### src/rtl/core/gbpb_pkg.sv
// ----------------------------------------------------------------------------
// Glyph byte pixel blitter package
// Shared constants, register indexes and stage payload types.
// ----------------------------------------------------------------------------
package gbpb_pkg;

   // Largest surface dimension; larger register values act as this.
   localparam int MAX_SURFACE_DIM = 4096;
   // Byte positions at or above this yield no pixel writes.
   localparam int MAX_ROW_BYTES   = 32;
   localparam int BITS_PER_BYTE   = 8;

   localparam int DIM_W    = 13;
   localparam int COORD_W  = 12;
   localparam int PITCH_W  = 16;
   localparam int BPP_W    = 3;
   localparam int COLOR_W  = 32;
   localparam int OFFSET_W = 28;
   localparam int LANE_W   = 3;
   localparam int CSR_IDX_W = 3;

   // Configuration register indexes.
   typedef enum logic [CSR_IDX_W-1:0] {
      CSR_SURFACE_WIDTH   = 3'd0,
      CSR_SURFACE_HEIGHT  = 3'd1,
      CSR_ROW_PITCH       = 3'd2,
      CSR_BYTES_PER_PIXEL = 3'd3,
      CSR_PIXEL_COLOR     = 3'd4
   } csr_index_type;

   // One glyph byte after clipping, waiting to be split into pixel writes.
   typedef struct packed {
      logic [BITS_PER_BYTE-1:0] lane_mask;
      logic [COORD_W-1:0]       x_base;
      logic [COORD_W-1:0]       y;
      logic [OFFSET_W-1:0]      row_base;
   } lane_item_type;

   // One pixel write before the final offset add.
   typedef struct packed {
      logic [COORD_W-1:0]  x;
      logic [COORD_W-1:0]  y;
      logic [OFFSET_W-1:0] row_base;
      logic                last;
   } pixel_type;

endpackage

### src/rtl/core/gbpb_serializer.sv
// ----------------------------------------------------------------------------
// Glyph byte pixel serializer
// Holds one clipped glyph byte and issues one pixel write per cycle while
// out_ready is high, lowest lit lane first, flagging the final write of the byte.
// ----------------------------------------------------------------------------
module gbpb_serializer (
   input  logic                    clock,
   input  logic                    reset,
   input  logic                    in_valid,
   output logic                    in_ready,
   input  gbpb_pkg::lane_item_type in_item,
   output logic                    out_valid,
   input  logic                    out_ready,
   output gbpb_pkg::pixel_type     out_pixel
);

   logic                                 valid_ff, valid_in;
   logic [gbpb_pkg::BITS_PER_BYTE-1:0]   mask_ff, mask_in;
   logic [gbpb_pkg::COORD_W-1:0]         x_base_ff;
   logic [gbpb_pkg::COORD_W-1:0]         y_ff;
   logic [gbpb_pkg::OFFSET_W-1:0]        row_base_ff;
   logic [gbpb_pkg::LANE_W-1:0]          lane_sel;
   logic [gbpb_pkg::BITS_PER_BYTE-1:0]   mask_rest;
   logic                                 is_last;
   logic                                 emit;
   logic                                 load;

   // Pick the lowest lit lane of the held byte.
   always_comb begin
      lane_sel = '0;
      for (int k = gbpb_pkg::BITS_PER_BYTE - 1; k >= 0; k--) begin
         if (mask_ff[k]) begin
            lane_sel = gbpb_pkg::LANE_W'(k);
         end
      end
   end

   assign mask_rest = mask_ff & (mask_ff - gbpb_pkg::BITS_PER_BYTE'(1));
   assign is_last   = (mask_rest == '0);
   assign emit      = valid_ff && out_ready;
   assign in_ready  = !valid_ff || (out_ready && is_last);
   assign load      = in_valid && in_ready;

   // Next held byte: a new one, the remaining lanes, or empty.
   always_comb begin
      valid_in = valid_ff;
      mask_in  = mask_ff;
      if (load) begin
         valid_in = 1'b1;
         mask_in  = in_item.lane_mask;
      end else if (emit) begin
         valid_in = !is_last;
         mask_in  = mask_rest;
      end
   end

   always_ff @(posedge clock) begin
      if (reset) begin
         valid_ff <= 1'b0;
      end else begin
         valid_ff <= valid_in;
      end
   end

   always_ff @(posedge clock) begin
      mask_ff <= mask_in;
      if (load) begin
         x_base_ff   <= in_item.x_base;
         y_ff        <= in_item.y;
         row_base_ff <= in_item.row_base;
      end
   end

   assign out_valid          = valid_ff;
   assign out_pixel.x        = x_base_ff + gbpb_pkg::COORD_W'(lane_sel);
   assign out_pixel.y        = y_ff;
   assign out_pixel.row_base = row_base_ff;
   assign out_pixel.last     = is_last;

endmodule

### src/rtl/core/glyph_byte_pixel_blitter.sv
// ----------------------------------------------------------------------------
// Path: a byte passes the input register, stages 2 and 3, the serializer and
// the output register; later writes of it follow one per cycle unless stalled.
// Throughput: while rsp_stall is low, a byte with at most one write is taken
// every cycle; more writes (eight at most) hold the serializer till the last.
// Reset: synchronous, active high; empties the pipeline and loads the
// register defaults (640 x 480, pitch 2560, four bytes per pixel, color 0).
// ----------------------------------------------------------------------------
// Glyph byte pixel blitter
// Turns one byte of a 1-bit glyph bitmap into clipped pixel writes with
// their byte offsets in the destination surface.
// ----------------------------------------------------------------------------
module glyph_byte_pixel_blitter (
   input  logic                                 clock,
   input  logic                                 reset,
   // Glyph byte input channel
   input  logic                                 req_valid,
   output logic                                 req_stall,
   input  logic [gbpb_pkg::BITS_PER_BYTE-1:0]   req_glyph_bits,
   input  logic signed [15:0]                   req_origin_x,
   input  logic signed [15:0]                   req_origin_y,
   input  logic [7:0]                           req_glyph_row,
   input  logic [4:0]                           req_row_byte,
   // Pixel write output channel
   output logic                                 rsp_valid,
   input  logic                                 rsp_stall,
   output logic [gbpb_pkg::OFFSET_W-1:0]        rsp_pixel_offset,
   output logic [gbpb_pkg::COORD_W-1:0]         rsp_pixel_x,
   output logic [gbpb_pkg::COORD_W-1:0]         rsp_pixel_y,
   output logic [gbpb_pkg::COLOR_W-1:0]         rsp_write_color,
   output logic                                 rsp_last_of_byte,
   // Configuration write channel
   input  logic                                 csr_valid,
   output logic                                 csr_ready,
   input  logic [gbpb_pkg::CSR_IDX_W-1:0]       csr_index,
   input  logic [31:0]                          csr_data
);

   // Configuration registers.
   logic [gbpb_pkg::DIM_W-1:0]    surface_width_ff;
   logic [gbpb_pkg::DIM_W-1:0]    surface_height_ff;
   logic [gbpb_pkg::PITCH_W-1:0]  row_pitch_ff;
   logic [gbpb_pkg::BPP_W-1:0]    bytes_per_pixel_ff;
   logic [gbpb_pkg::COLOR_W-1:0]  pixel_color_ff;

   logic [gbpb_pkg::DIM_W-1:0]    width_eff;
   logic [gbpb_pkg::DIM_W-1:0]    height_eff;
   logic                          bpp_ok;

   // Stage 1: registered input transaction.
   logic                                 s1_valid_ff;
   logic [gbpb_pkg::BITS_PER_BYTE-1:0]   s1_bits_ff;
   logic [15:0]                          s1_origin_x_ff;
   logic [15:0]                          s1_origin_y_ff;
   logic [7:0]                           s1_row_ff;
   logic [4:0]                           s1_row_byte_ff;
   logic                                 s1_ready;

   // Stage 2: absolute row and first column, row checks done.
   logic                                 s2_valid_ff, s2_valid_in;
   logic [gbpb_pkg::BITS_PER_BYTE-1:0]   s2_bits_ff;
   logic [17:0]                          s2_x0_ff, s2_x0_in;
   logic [gbpb_pkg::COORD_W-1:0]         s2_y_ff;
   logic [16:0]                          s2_y_in;
   logic                                 s2_ready;

   // Stage 3: lit lanes inside the surface and row base offset.
   logic                                 s3_valid_ff, s3_valid_in;
   gbpb_pkg::lane_item_type              s3_item_ff, s3_item_in;
   logic                                 s3_ready;

   // Serializer to output stage.
   logic                                 ser_in_ready;
   logic                                 ser_out_valid;
   gbpb_pkg::pixel_type                  ser_pixel;

   // Output register.
   logic                                 out_valid_ff;
   logic [gbpb_pkg::OFFSET_W-1:0]        out_offset_ff;
   logic [gbpb_pkg::COORD_W-1:0]         out_x_ff;
   logic [gbpb_pkg::COORD_W-1:0]         out_y_ff;
   logic [gbpb_pkg::COLOR_W-1:0]         out_color_ff;
   logic                                 out_last_ff;
   logic                                 out_ready;

   // Configuration writes are always taken.
   assign csr_ready = 1'b1;

   always_ff @(posedge clock) begin
      if (reset) begin
         surface_width_ff   <= gbpb_pkg::DIM_W'(640);
         surface_height_ff  <= gbpb_pkg::DIM_W'(480);
         row_pitch_ff       <= gbpb_pkg::PITCH_W'(2560);
         bytes_per_pixel_ff <= gbpb_pkg::BPP_W'(4);
         pixel_color_ff     <= '0;
      end else if (csr_valid && csr_ready) begin
         case (gbpb_pkg::csr_index_type'(csr_index))
            gbpb_pkg::CSR_SURFACE_WIDTH: begin
               surface_width_ff <= csr_data[gbpb_pkg::DIM_W-1:0];
            end
            gbpb_pkg::CSR_SURFACE_HEIGHT: begin
               surface_height_ff <= csr_data[gbpb_pkg::DIM_W-1:0];
            end
            gbpb_pkg::CSR_ROW_PITCH: begin
               row_pitch_ff <= csr_data[gbpb_pkg::PITCH_W-1:0];
            end
            gbpb_pkg::CSR_BYTES_PER_PIXEL: begin
               bytes_per_pixel_ff <= csr_data[gbpb_pkg::BPP_W-1:0];
            end
            gbpb_pkg::CSR_PIXEL_COLOR: begin
               pixel_color_ff <= csr_data[gbpb_pkg::COLOR_W-1:0];
            end
            default: begin
            end
         endcase
      end
   end

   // Oversized surfaces act as the largest supported one.
   assign width_eff  = (surface_width_ff > gbpb_pkg::DIM_W'(gbpb_pkg::MAX_SURFACE_DIM))
                     ? gbpb_pkg::DIM_W'(gbpb_pkg::MAX_SURFACE_DIM) : surface_width_ff;
   assign height_eff = (surface_height_ff > gbpb_pkg::DIM_W'(gbpb_pkg::MAX_SURFACE_DIM))
                     ? gbpb_pkg::DIM_W'(gbpb_pkg::MAX_SURFACE_DIM) : surface_height_ff;
   assign bpp_ok     = bytes_per_pixel_ff inside {[3'd1:3'd4]};

   // Handshake chain: a stage takes new data when empty or when it moves on.
   assign out_ready = !out_valid_ff || !rsp_stall;
   assign s3_ready  = !s3_valid_ff || ser_in_ready;
   assign s2_ready  = !s2_valid_ff || s3_ready;
   assign s1_ready  = !s1_valid_ff || s2_ready;
   assign req_stall = !s1_ready;

   // Stage 1: capture the input transaction.
   always_ff @(posedge clock) begin
      if (reset) begin
         s1_valid_ff <= 1'b0;
      end else if (s1_ready) begin
         s1_valid_ff <= req_valid;
      end
   end

   always_ff @(posedge clock) begin
      if (req_valid && s1_ready) begin
         s1_bits_ff     <= req_glyph_bits;
         s1_origin_x_ff <= req_origin_x;
         s1_origin_y_ff <= req_origin_y;
         s1_row_ff      <= req_glyph_row;
         s1_row_byte_ff <= req_row_byte;
      end
   end

   // Stage 2: absolute row and first column; drop bytes whose row clips or whose pixel size or byte position is bad.
   always_comb begin
      s2_y_in  = {s1_origin_y_ff[15], s1_origin_y_ff} + {9'd0, s1_row_ff};
      s2_x0_in = {{2{s1_origin_x_ff[15]}}, s1_origin_x_ff}
               + {10'd0, s1_row_byte_ff, 3'd0};
      s2_valid_in = s1_valid_ff && bpp_ok
                 && ({4'd0, s1_row_byte_ff} < 9'(gbpb_pkg::MAX_ROW_BYTES))
                 && !s2_y_in[16]
                 && (s2_y_in[15:0] < {3'd0, height_eff});
   end

   always_ff @(posedge clock) begin
      if (reset) begin
         s2_valid_ff <= 1'b0;
      end else if (s2_ready) begin
         s2_valid_ff <= s2_valid_in;
      end
   end

   always_ff @(posedge clock) begin
      if (s2_ready) begin
         s2_bits_ff <= s1_bits_ff;
         s2_x0_ff   <= s2_x0_in;
         s2_y_ff    <= s2_y_in[gbpb_pkg::COORD_W-1:0];
      end
   end

   // Stage 3: per-lane column clip and the row base multiply.
   always_comb begin
      logic [17:0] x_lane;
      x_lane = '0;
      for (int k = 0; k < gbpb_pkg::BITS_PER_BYTE; k++) begin
         x_lane = s2_x0_ff + 18'(k);
         s3_item_in.lane_mask[k] = s2_bits_ff[k] && !x_lane[17]
                                && (x_lane[16:0] < {4'd0, width_eff});
      end
      s3_item_in.x_base   = s2_x0_ff[gbpb_pkg::COORD_W-1:0];
      s3_item_in.y        = s2_y_ff;
      s3_item_in.row_base = gbpb_pkg::OFFSET_W'(s2_y_ff)
                          * gbpb_pkg::OFFSET_W'(row_pitch_ff);
      s3_valid_in = s2_valid_ff && (s3_item_in.lane_mask != '0);
   end

   always_ff @(posedge clock) begin
      if (reset) begin
         s3_valid_ff <= 1'b0;
      end else if (s3_ready) begin
         s3_valid_ff <= s3_valid_in;
      end
   end

   always_ff @(posedge clock) begin
      if (s3_ready) begin
         s3_item_ff <= s3_item_in;
      end
   end

   // Stage 4: one pixel write per cycle from the held byte while out_ready is high.
   gbpb_serializer u_serializer (
      .clock     (clock),
      .reset     (reset),
      .in_valid  (s3_valid_ff),
      .in_ready  (ser_in_ready),
      .in_item   (s3_item_ff),
      .out_valid (ser_out_valid),
      .out_ready (out_ready),
      .out_pixel (ser_pixel)
   );

   // Stage 5: final offset add into the output register.
   always_ff @(posedge clock) begin
      if (reset) begin
         out_valid_ff <= 1'b0;
      end else if (out_ready) begin
         out_valid_ff <= ser_out_valid;
      end
   end

   always_ff @(posedge clock) begin
      if (out_ready && ser_out_valid) begin
         out_offset_ff <= ser_pixel.row_base
                        + {13'd0, 15'(ser_pixel.x) * 15'(bytes_per_pixel_ff)};
         out_x_ff      <= ser_pixel.x;
         out_y_ff      <= ser_pixel.y;
         out_color_ff  <= pixel_color_ff;
         out_last_ff   <= ser_pixel.last;
      end
   end

   assign rsp_valid        = out_valid_ff;
   assign rsp_pixel_offset = out_offset_ff;
   assign rsp_pixel_x      = out_x_ff;
   assign rsp_pixel_y      = out_y_ff;
   assign rsp_write_color  = out_color_ff;
   assign rsp_last_of_byte = out_last_ff;

endmodule

### config.mk
export PLATFORM = sky130hd
export DESIGN_NAME = glyph_byte_pixel_blitter
export DESIGN_NICKNAME = d
export VERILOG_FILES = /design/src/rtl/core/gbpb_pkg.sv /design/src/rtl/core/gbpb_serializer.sv /design/src/rtl/core/glyph_byte_pixel_blitter.sv
export SDC_FILE = /design/constraint.sdc
export NUM_CORES = 1
export LEC_CHECK = 0
export ABC_CLOCK_PERIOD_IN_PS = 10700
export BUFFER_PORTS_ARGS = -buffer_cell sky130_fd_sc_hd__buf_4
export CELL_PAD_IN_SITES_DETAIL_PLACEMENT = 1
export CELL_PAD_IN_SITES_GLOBAL_PLACEMENT = 2
export CORE_AREA = 2 2 241 243
export CTS_CLUSTER_DIAMETER = 50
export DETAILED_ROUTE_END_ITERATION = 7
export DIE_AREA = 0 0 243 245
export GPL_ROUTABILITY_DRIVEN = 0
export PLACE_DENSITY_LB_ADDON = 0.15
export SKIP_CTS_REPAIR_TIMING = 1
export SYNTH_ARGS = -nofsm -noshare
export SYNTH_HDL_FRONTEND = slang
export SYNTH_SLANG_ARGS = --single-unit
export TNS_END_PERCENT = 100
### constraint.sdc
create_clock -name clock -period 10.7 [get_ports clock]
set_input_delay 0 -clock clock [delete_from_list [all_inputs] [get_ports clock]]
set_output_delay 0 -clock clock [all_outputs]
set_load 0.03 [all_outputs]
# After elaboration in Yosys (flattened, before gate mapping)
# Cells that the tools add are included.
# classes
addsub,12
mul,2
n_div,0
magnitude_cmp,13
n_eq_ne,4
n_shift,0
muxes,14
bitwise,1
n_reduce_logical,56
# op_table
cell,count
$lt 17x13->1,8
$add 18x3->18 const B,4
$add 18x2->18 const B,2
$add 16x9->17,2
$add 28x15->28,1
$mul 12x16->28,1
$gt 13x13->1 const B,2
$mux 13,2
$logic_and 1x1->1,25
$mux 3,8
$add 18x1->18 const B,1
$logic_not 1->1,17
$lt 16x13->1,1
$mux 8,2
$mul 12x3->15,1
$add 12x3->12,1
$reduce_and 2->1,5
$and 8x8->8,1
$logic_not 8->1,1
$reduce_bool 8->1,1
$sub 8x1->8 const B,1
$eq 3x2->1 const B,2
$logic_or 1x1->1,5
$eq 3x1->1 const B,1
other kinds (6),7
# word_totals
reg_bits,378
latch_bits,0
ram_bits,0
romBits,0
input_bits,93
mem_count,0

# Logic depth before layout (Yosys ltp)
# depth
ltp_word,11
depth_mapped,26

# By module
# From an unflattened synthesis, not the netlist that was laid out.
# hier_totals
hier_cells,2343
area_unflattened_um2,24984.0
# by_module_without_submodules
mod,instances,cells_each,area_each_um2
glyph_byte_pixel_blitter,1,2189,22494.1
gbpb_serializer,1,154,2489.9

# Worst setup path after synthesis
# No wires, ideal clock.
# synth_path
path_type,register to register
from,register s2_y_ff[11] in the netlist's numbering
to,register s3_item_ff[22] in the netlist's numbering (data pin)
setup_time_ns,0.258
arrival_ns,5.158
setup_slack_ns,5.284
stages_incl_launch_ff,19
path_buffers,1
period_less_slack_ns,5.416
cell_sequence,edfxtp_1 > clkbuf_1 > nand2_1 > fa_1 > inv_1 > fa_1 > fa_1 > inv_1 > fa_1 > inv_1 > fa_1 > ha_1 > a21o_1 > a21oi_1 > a21boi_0 > a21oi_1 > or3b_2 > a21oi_1 > xnor2_1
# synth_lines
item,line_no,text
start: declaration,glyph_byte_pixel_blitter.sv:63,logic [gbpb_pkg::COORD_W-1:0] s2_y_ff;
start signal: assignment,glyph_byte_pixel_blitter.sv:175,s2_y_ff <= s2_y_in[gbpb_pkg::COORD_W-1:0];
end signal: assignment,glyph_byte_pixel_blitter.sv:205,s3_item_ff <= s3_item_in;
end: declaration,glyph_byte_pixel_blitter.sv:69,"gbpb_pkg::lane_item_type s3_item_ff, s3_item_in;"

==> results <==
- CTS saw 377 sinks.
- The worst path in the final design needs a cycle of 6.02 ns, including I/O delays and setup.
- The count of final setup violators is 0.
- Data on the critical path is required at its endpoint by 11.06 ns.
- The source-to-sink clock delay at the later pin of the worst-skew pair is 0.63 ns.
- Dividing the detail-routed wire length by the instance count gives 20.1 um.
- The yosys synthesis warning count is 0.
- The die boundary width is 243 um.
- The fraction of final layout cells sized beyond drive strength 1 is 0.112.
- Traced cell by cell, the critical path runs through or3_1, or2_2, a21oi_1, ha_1, a21oi_1, xnor2_1, nand2_1, fa_1, inv_1, fa_1, ha_1, a21o_1, a21oi_1, o21ai_0, a31oi_1, o21ai_0, a41oi_1, nor3b_1, xor2_1.
- The number of enable-type register cells in the synthesized netlist is 295.
- The H-tree was split into 2 levels.
- The routed length on met1 is 30.6 mm.
- The wire length on met2 is 32.6 mm.
- The full die area is 59500 sq um.
- The combined buffer and inverter count along the critical path is 1.
- The wire-length estimate of the detail-placed layout is 50.2 mm.
- The startpoint-to-endpoint class of the critical path is reg2reg.
- The flow ran to the end, but the final reports show violations.
- The maximum count of clock buffers along a single path is 3.
- The proportion of register bits with asynchronous set or reset after synthesis is 0.
- The arrival time at the worst endpoint is 6.39 ns.
- The worst setup path is captured at a flop.
- Summed over all nets, the switching power comes to 1.57 mW.
- In this run the clock root is driven by a sky130_fd_sc_hd__clkbuf_16.
- Static timing analysis puts the maximum clock frequency at 166 MHz.
- The number of global-route vias before repair is 18800.
- The tool flagged a number of max-cap violations equal to 0.
- TritonCTS built the clock tree.
- The power density over the cells is 163 nW/um^2.
- The area growth from synthesis to layout is 19.2%.
- The number of rows created at floorplan is 88.
- The slack of the worst reg-to-reg path is 4.68 ns.
- The actual transition at the worst max-transition pin is 1.07 ns.
- The largest fanout on the critical path is 7.
- Across the VDD grid, the largest voltage drop is 0.138 mV.
- The worst hold path belongs to the class in2reg.
- Before antenna repair, the detailed router went through 5 iterations.
- Setup repair after global routing left no endpoint under its margin.
- The sequential cells in the finished layout cover a total of 10500 sq um.
- The cell with the largest stage delay on the worst path is sky130_fd_sc_hd__a41oi_1.
- The fraction of power consumed by combinational cells is 0.262.
- The finished layout holds 3386 standard cells, fillers aside.
- The cell with the most instances on the worst path is sky130_fd_sc_hd__a21oi_1.
- The power share of the clock group is 0.343.
- The length of routed met3 wiring is 3.41 mm.
- The share of total power dissipated in sequential elements is 0.395.
- Of the total power, the share spent switching nets is 0.327.
- Clock tree synthesis inserted a total of 50 buffers.
- Signal routing reaches up to met4.
- Input and output buffers added on the ports amount to 179.
- The setup skew after layout is 0.0507 ns.
- The library cell used most frequently in the layout, excluding fill and tap cells, is sky130_fd_sc_hd__nand2_1.
- The per-instance average area after synthesis is 10.7 sq um.
- The cell count of the worst hold path is 4.
- For this block, the routed nets add up to 68.2 mm of wire.
- The post-route worst hold slack is -0.0225 ns.
- The critical path startpoint category is a flop.
- The total I/O pin count is 181.
- The checks that failed: negative hold slack.
- The final number of max-transition violations is 0.
- Of the available clock period, the critical path in the final layout requires 0.563.
- The placed cell count is 3194.
- The initial antenna violation count is 3.
- The commonest register cell after synthesis is sky130_fd_sc_hd__edfxtp_1.
- In the synthesized netlist, the number of instances is 2321.
- The reg-to-reg startpoint is u_serializer.mask_ff[3].
- In the layout the commonest cells are sky130_fd_sc_hd__nand2_1, sky130_fd_sc_hd__edfxtp_1, sky130_fd_sc_hd__inv_1, sky130_fd_sc_hd__ha_1, sky130_fd_sc_hd__buf_4.
- The final cell utilization of the core is 0.518.
- The internal power of the cells totals 3.24 mW.
- Entering global routing, the biggest net connects 84 pins.
- The region available for standard cell placement spans 57000 sq um.
- The post-detailed-route via-to-cell ratio is 5.23.
- The residual DRC count is 0.
- The worst pin sits at a relative slew slack of 0.290.
- In the final layout, the multi-input gates occupy 13100 sq um.
- The final count of hold timing violations was 6.
- In the global route stage, overall resource usage came out at 0.226.
- After clock tree synthesis, the clock-pin slew on the worst setup and hold paths is 0.06 ns.
- The global-route congestion overflow total is 0.
- The initial utilization of the core area, before any placement, comes to 0.435.
- The endpoint of the worst-slack reg-to-reg timing path is rsp_pixel_offset[25].
- The worst hold endpoint is pixel_color_ff[26].
- The largest single stage delay on the critical path is 0.69 ns.
- After the first detailed-routing iteration, the DRC count stood at 756.
- The total number of nets in the final design is 3051.
- The final sum of negative setup slack is 0 ns.
- The synthesized design contains 377 register bits.
- For this design the static power due to leakage is 12.5 nW.
- Of the synthesized area, sequential elements account for 0.424.
- The height of the die is 245 um.
- For this block, the via count after detailed routing is 17700.
- The worst-case reg-to-reg path depth is 19.
- The first-pass GRT wire length is 105 mm.
- The post-synthesis cell area is 24800 sq um.
- The final antenna-violating net count is 0.
- The worst hold path begins at csr_valid.
- The number of nets in the synthesized netlist is 2794.
- The number of filler cells placed in the layout is 6198.
- After synthesis, the netlist uses 69 different library cells.
- The kind of cell with the highest combined delay along the critical path is compound AO/OA/AOI/OAI gates.
==> synth_stat cells (all sizes together), types with 9 or more instances <==
| cell | number | area share |
|---|---|---|
| and3 | 13 | 0.0033 |
| fa | 166 | 0.13 |
| nor2 | 93 | 0.014 |
| a211oi | 9 | 0.0027 |
| xor2 | 74 | 0.026 |
| a31oi | 9 | 0.0023 |
| buf | 14 | 0.0032 |
| nor3 | 34 | 0.0071 |
| xnor2 | 85 | 0.030 |
| dfxtp | 82 | 0.066 |
| nor2b | 39 | 0.0098 |
| edfxtp | 295 | 0.36 |
| and2 | 86 | 0.022 |
| nand4 | 23 | 0.0073 |
| nand2 | 370 | 0.056 |
| inv | 223 | 0.034 |
| o21a | 11 | 0.0033 |
| o21bai | 9 | 0.0027 |
| ha | 214 | 0.11 |
| nand3b | 13 | 0.0039 |
| clkbuf | 71 | 0.011 |
| a21o | 37 | 0.011 |
| a21oi | 138 | 0.028 |
| nor4 | 14 | 0.0035 |
| nand3 | 41 | 0.0083 |
| o21ai | 45 | 0.0091 |
| nand2b | 18 | 0.0045 |
==> kinds of logic after synthesis <==
kind of cell    after synthesis  synth area share
xor+xnor                    159            0.0562
simple gates                775             0.149
other cells                   1          0.000151
mux                           8           0.00333
fa+ha+maj                   382             0.243
compound gates              311            0.0773
flops                       377             0.424
buf+inv                     308            0.0477
==> power by group through the flow <==
stage / clock, mW / sequential (mW) / combinational [mW]
after floorplan: 0 / 1.80 / 0.951
after global placement: 0 / 1.92 / 1.18
after detailed placement: 0 / 1.93 / 1.23
after CTS: 1.70 / 1.90 / 1.24
after global routing: 1.75 / 1.91 / 1.43
final: 1.65 / 1.90 / 1.26
==> worst register-to-register path, stage by stage (launching register included) <==
cell	delay (ns)
sky130_fd_sc_hd__edfxtp_1	0.44
sky130_fd_sc_hd__or3_1	0.44
sky130_fd_sc_hd__or2_2	0.34
sky130_fd_sc_hd__a21oi_1	0.14
sky130_fd_sc_hd__ha_1	0.28
sky130_fd_sc_hd__a21oi_1	0.29
sky130_fd_sc_hd__xnor2_1	0.22
sky130_fd_sc_hd__nand2_1	0.12
sky130_fd_sc_hd__fa_1	0.50
sky130_fd_sc_hd__inv_1	0.05
sky130_fd_sc_hd__fa_1	0.45
sky130_fd_sc_hd__ha_1	0.36
sky130_fd_sc_hd__a21o_1	0.17
sky130_fd_sc_hd__a21oi_1	0.29
sky130_fd_sc_hd__o21ai_0	0.12
sky130_fd_sc_hd__a31oi_1	0.36
sky130_fd_sc_hd__o21ai_0	0.19
sky130_fd_sc_hd__a41oi_1	0.69
sky130_fd_sc_hd__nor3b_1	0.17
sky130_fd_sc_hd__xor2_1	0.18
==> sequential cells by signal (all words and copies together), names as in the netlist, 16 cells and up <==
name and cells:
rsp_write_color 32, s1_origin_y_ff 16, s2_x0_ff 17, row_pitch_ff 16, s1_origin_x_ff 16, u_serializer.row_base_ff 28
rsp_pixel_offset 28, pixel_color_ff 32, s3_item_ff 60
==> worst max path at each step <==
| stage | start | endpoint | slack [ns] | depth (start not counted) |
|---|---|---|---|---|
| 2_1_floorplan | s2_y_ff[11] | s3_item_ff[22] | 5.28 | 18 |
| 6_report | u_serializer.mask_ff[3] | rsp_pixel_offset[25] | 4.68 | 19 |
| 5_1_grt | u_serializer.mask_ff[4] | rsp_pixel_offset[25] | 4.17 | 20 |
| 4_1_cts | u_serializer.mask_ff[3] | rsp_pixel_offset[25] | 4.57 | 20 |
| 3_5_place_dp | u_serializer.mask_ff[3] | rsp_pixel_offset[25] | 4.58 | 20 |
| 3_3_place_gp | u_serializer.mask_ff[3] | rsp_pixel_offset[25] | 4.75 | 19 |
==> area by class of cell <==
| cell class | instances | share of cell area |
|---|---|---|
| tap | 765 | 0.0324 |
| antenna | 2 | 0.000169 |
| clock buffer | 62 | 0.0460 |
| multi-input combinational | 1636 | 0.444 |
| clock inverter | 31 | 0.0113 |
| sequential | 377 | 0.355 |
| timing repair buffer | 290 | 0.0819 |
| inverter | 223 | 0.0283 |
==> metal layers <==
layer | vias up | GRT usage
li1 | 8386 | -
met1 | 8909 | 0.294
met2 | 331 | 0.382
met3 | 89 | 0.0504
met4 | 0 | 0.0621
met5 | - | 0
==> stage by stage <==
stage / setup slack [ns] / total power [mW] / hold WS [ns] / cell area, sq um
after floorplan: 5.28 / 2.75 / 0.0989 / 24800
after global routing: 4.17 / 5.10 / 0.00616 / 29500
final: 4.68 / 4.81 / -0.0225 / 29500
after global placement: 4.75 / 3.10 / 0.179 / 26900
after detailed placement: 4.58 / 3.15 / 0.179 / 26900
after CTS: 4.57 / 4.84 / -0.508 / 28600
Note: power is estimated with default switching activity, not from simulation.
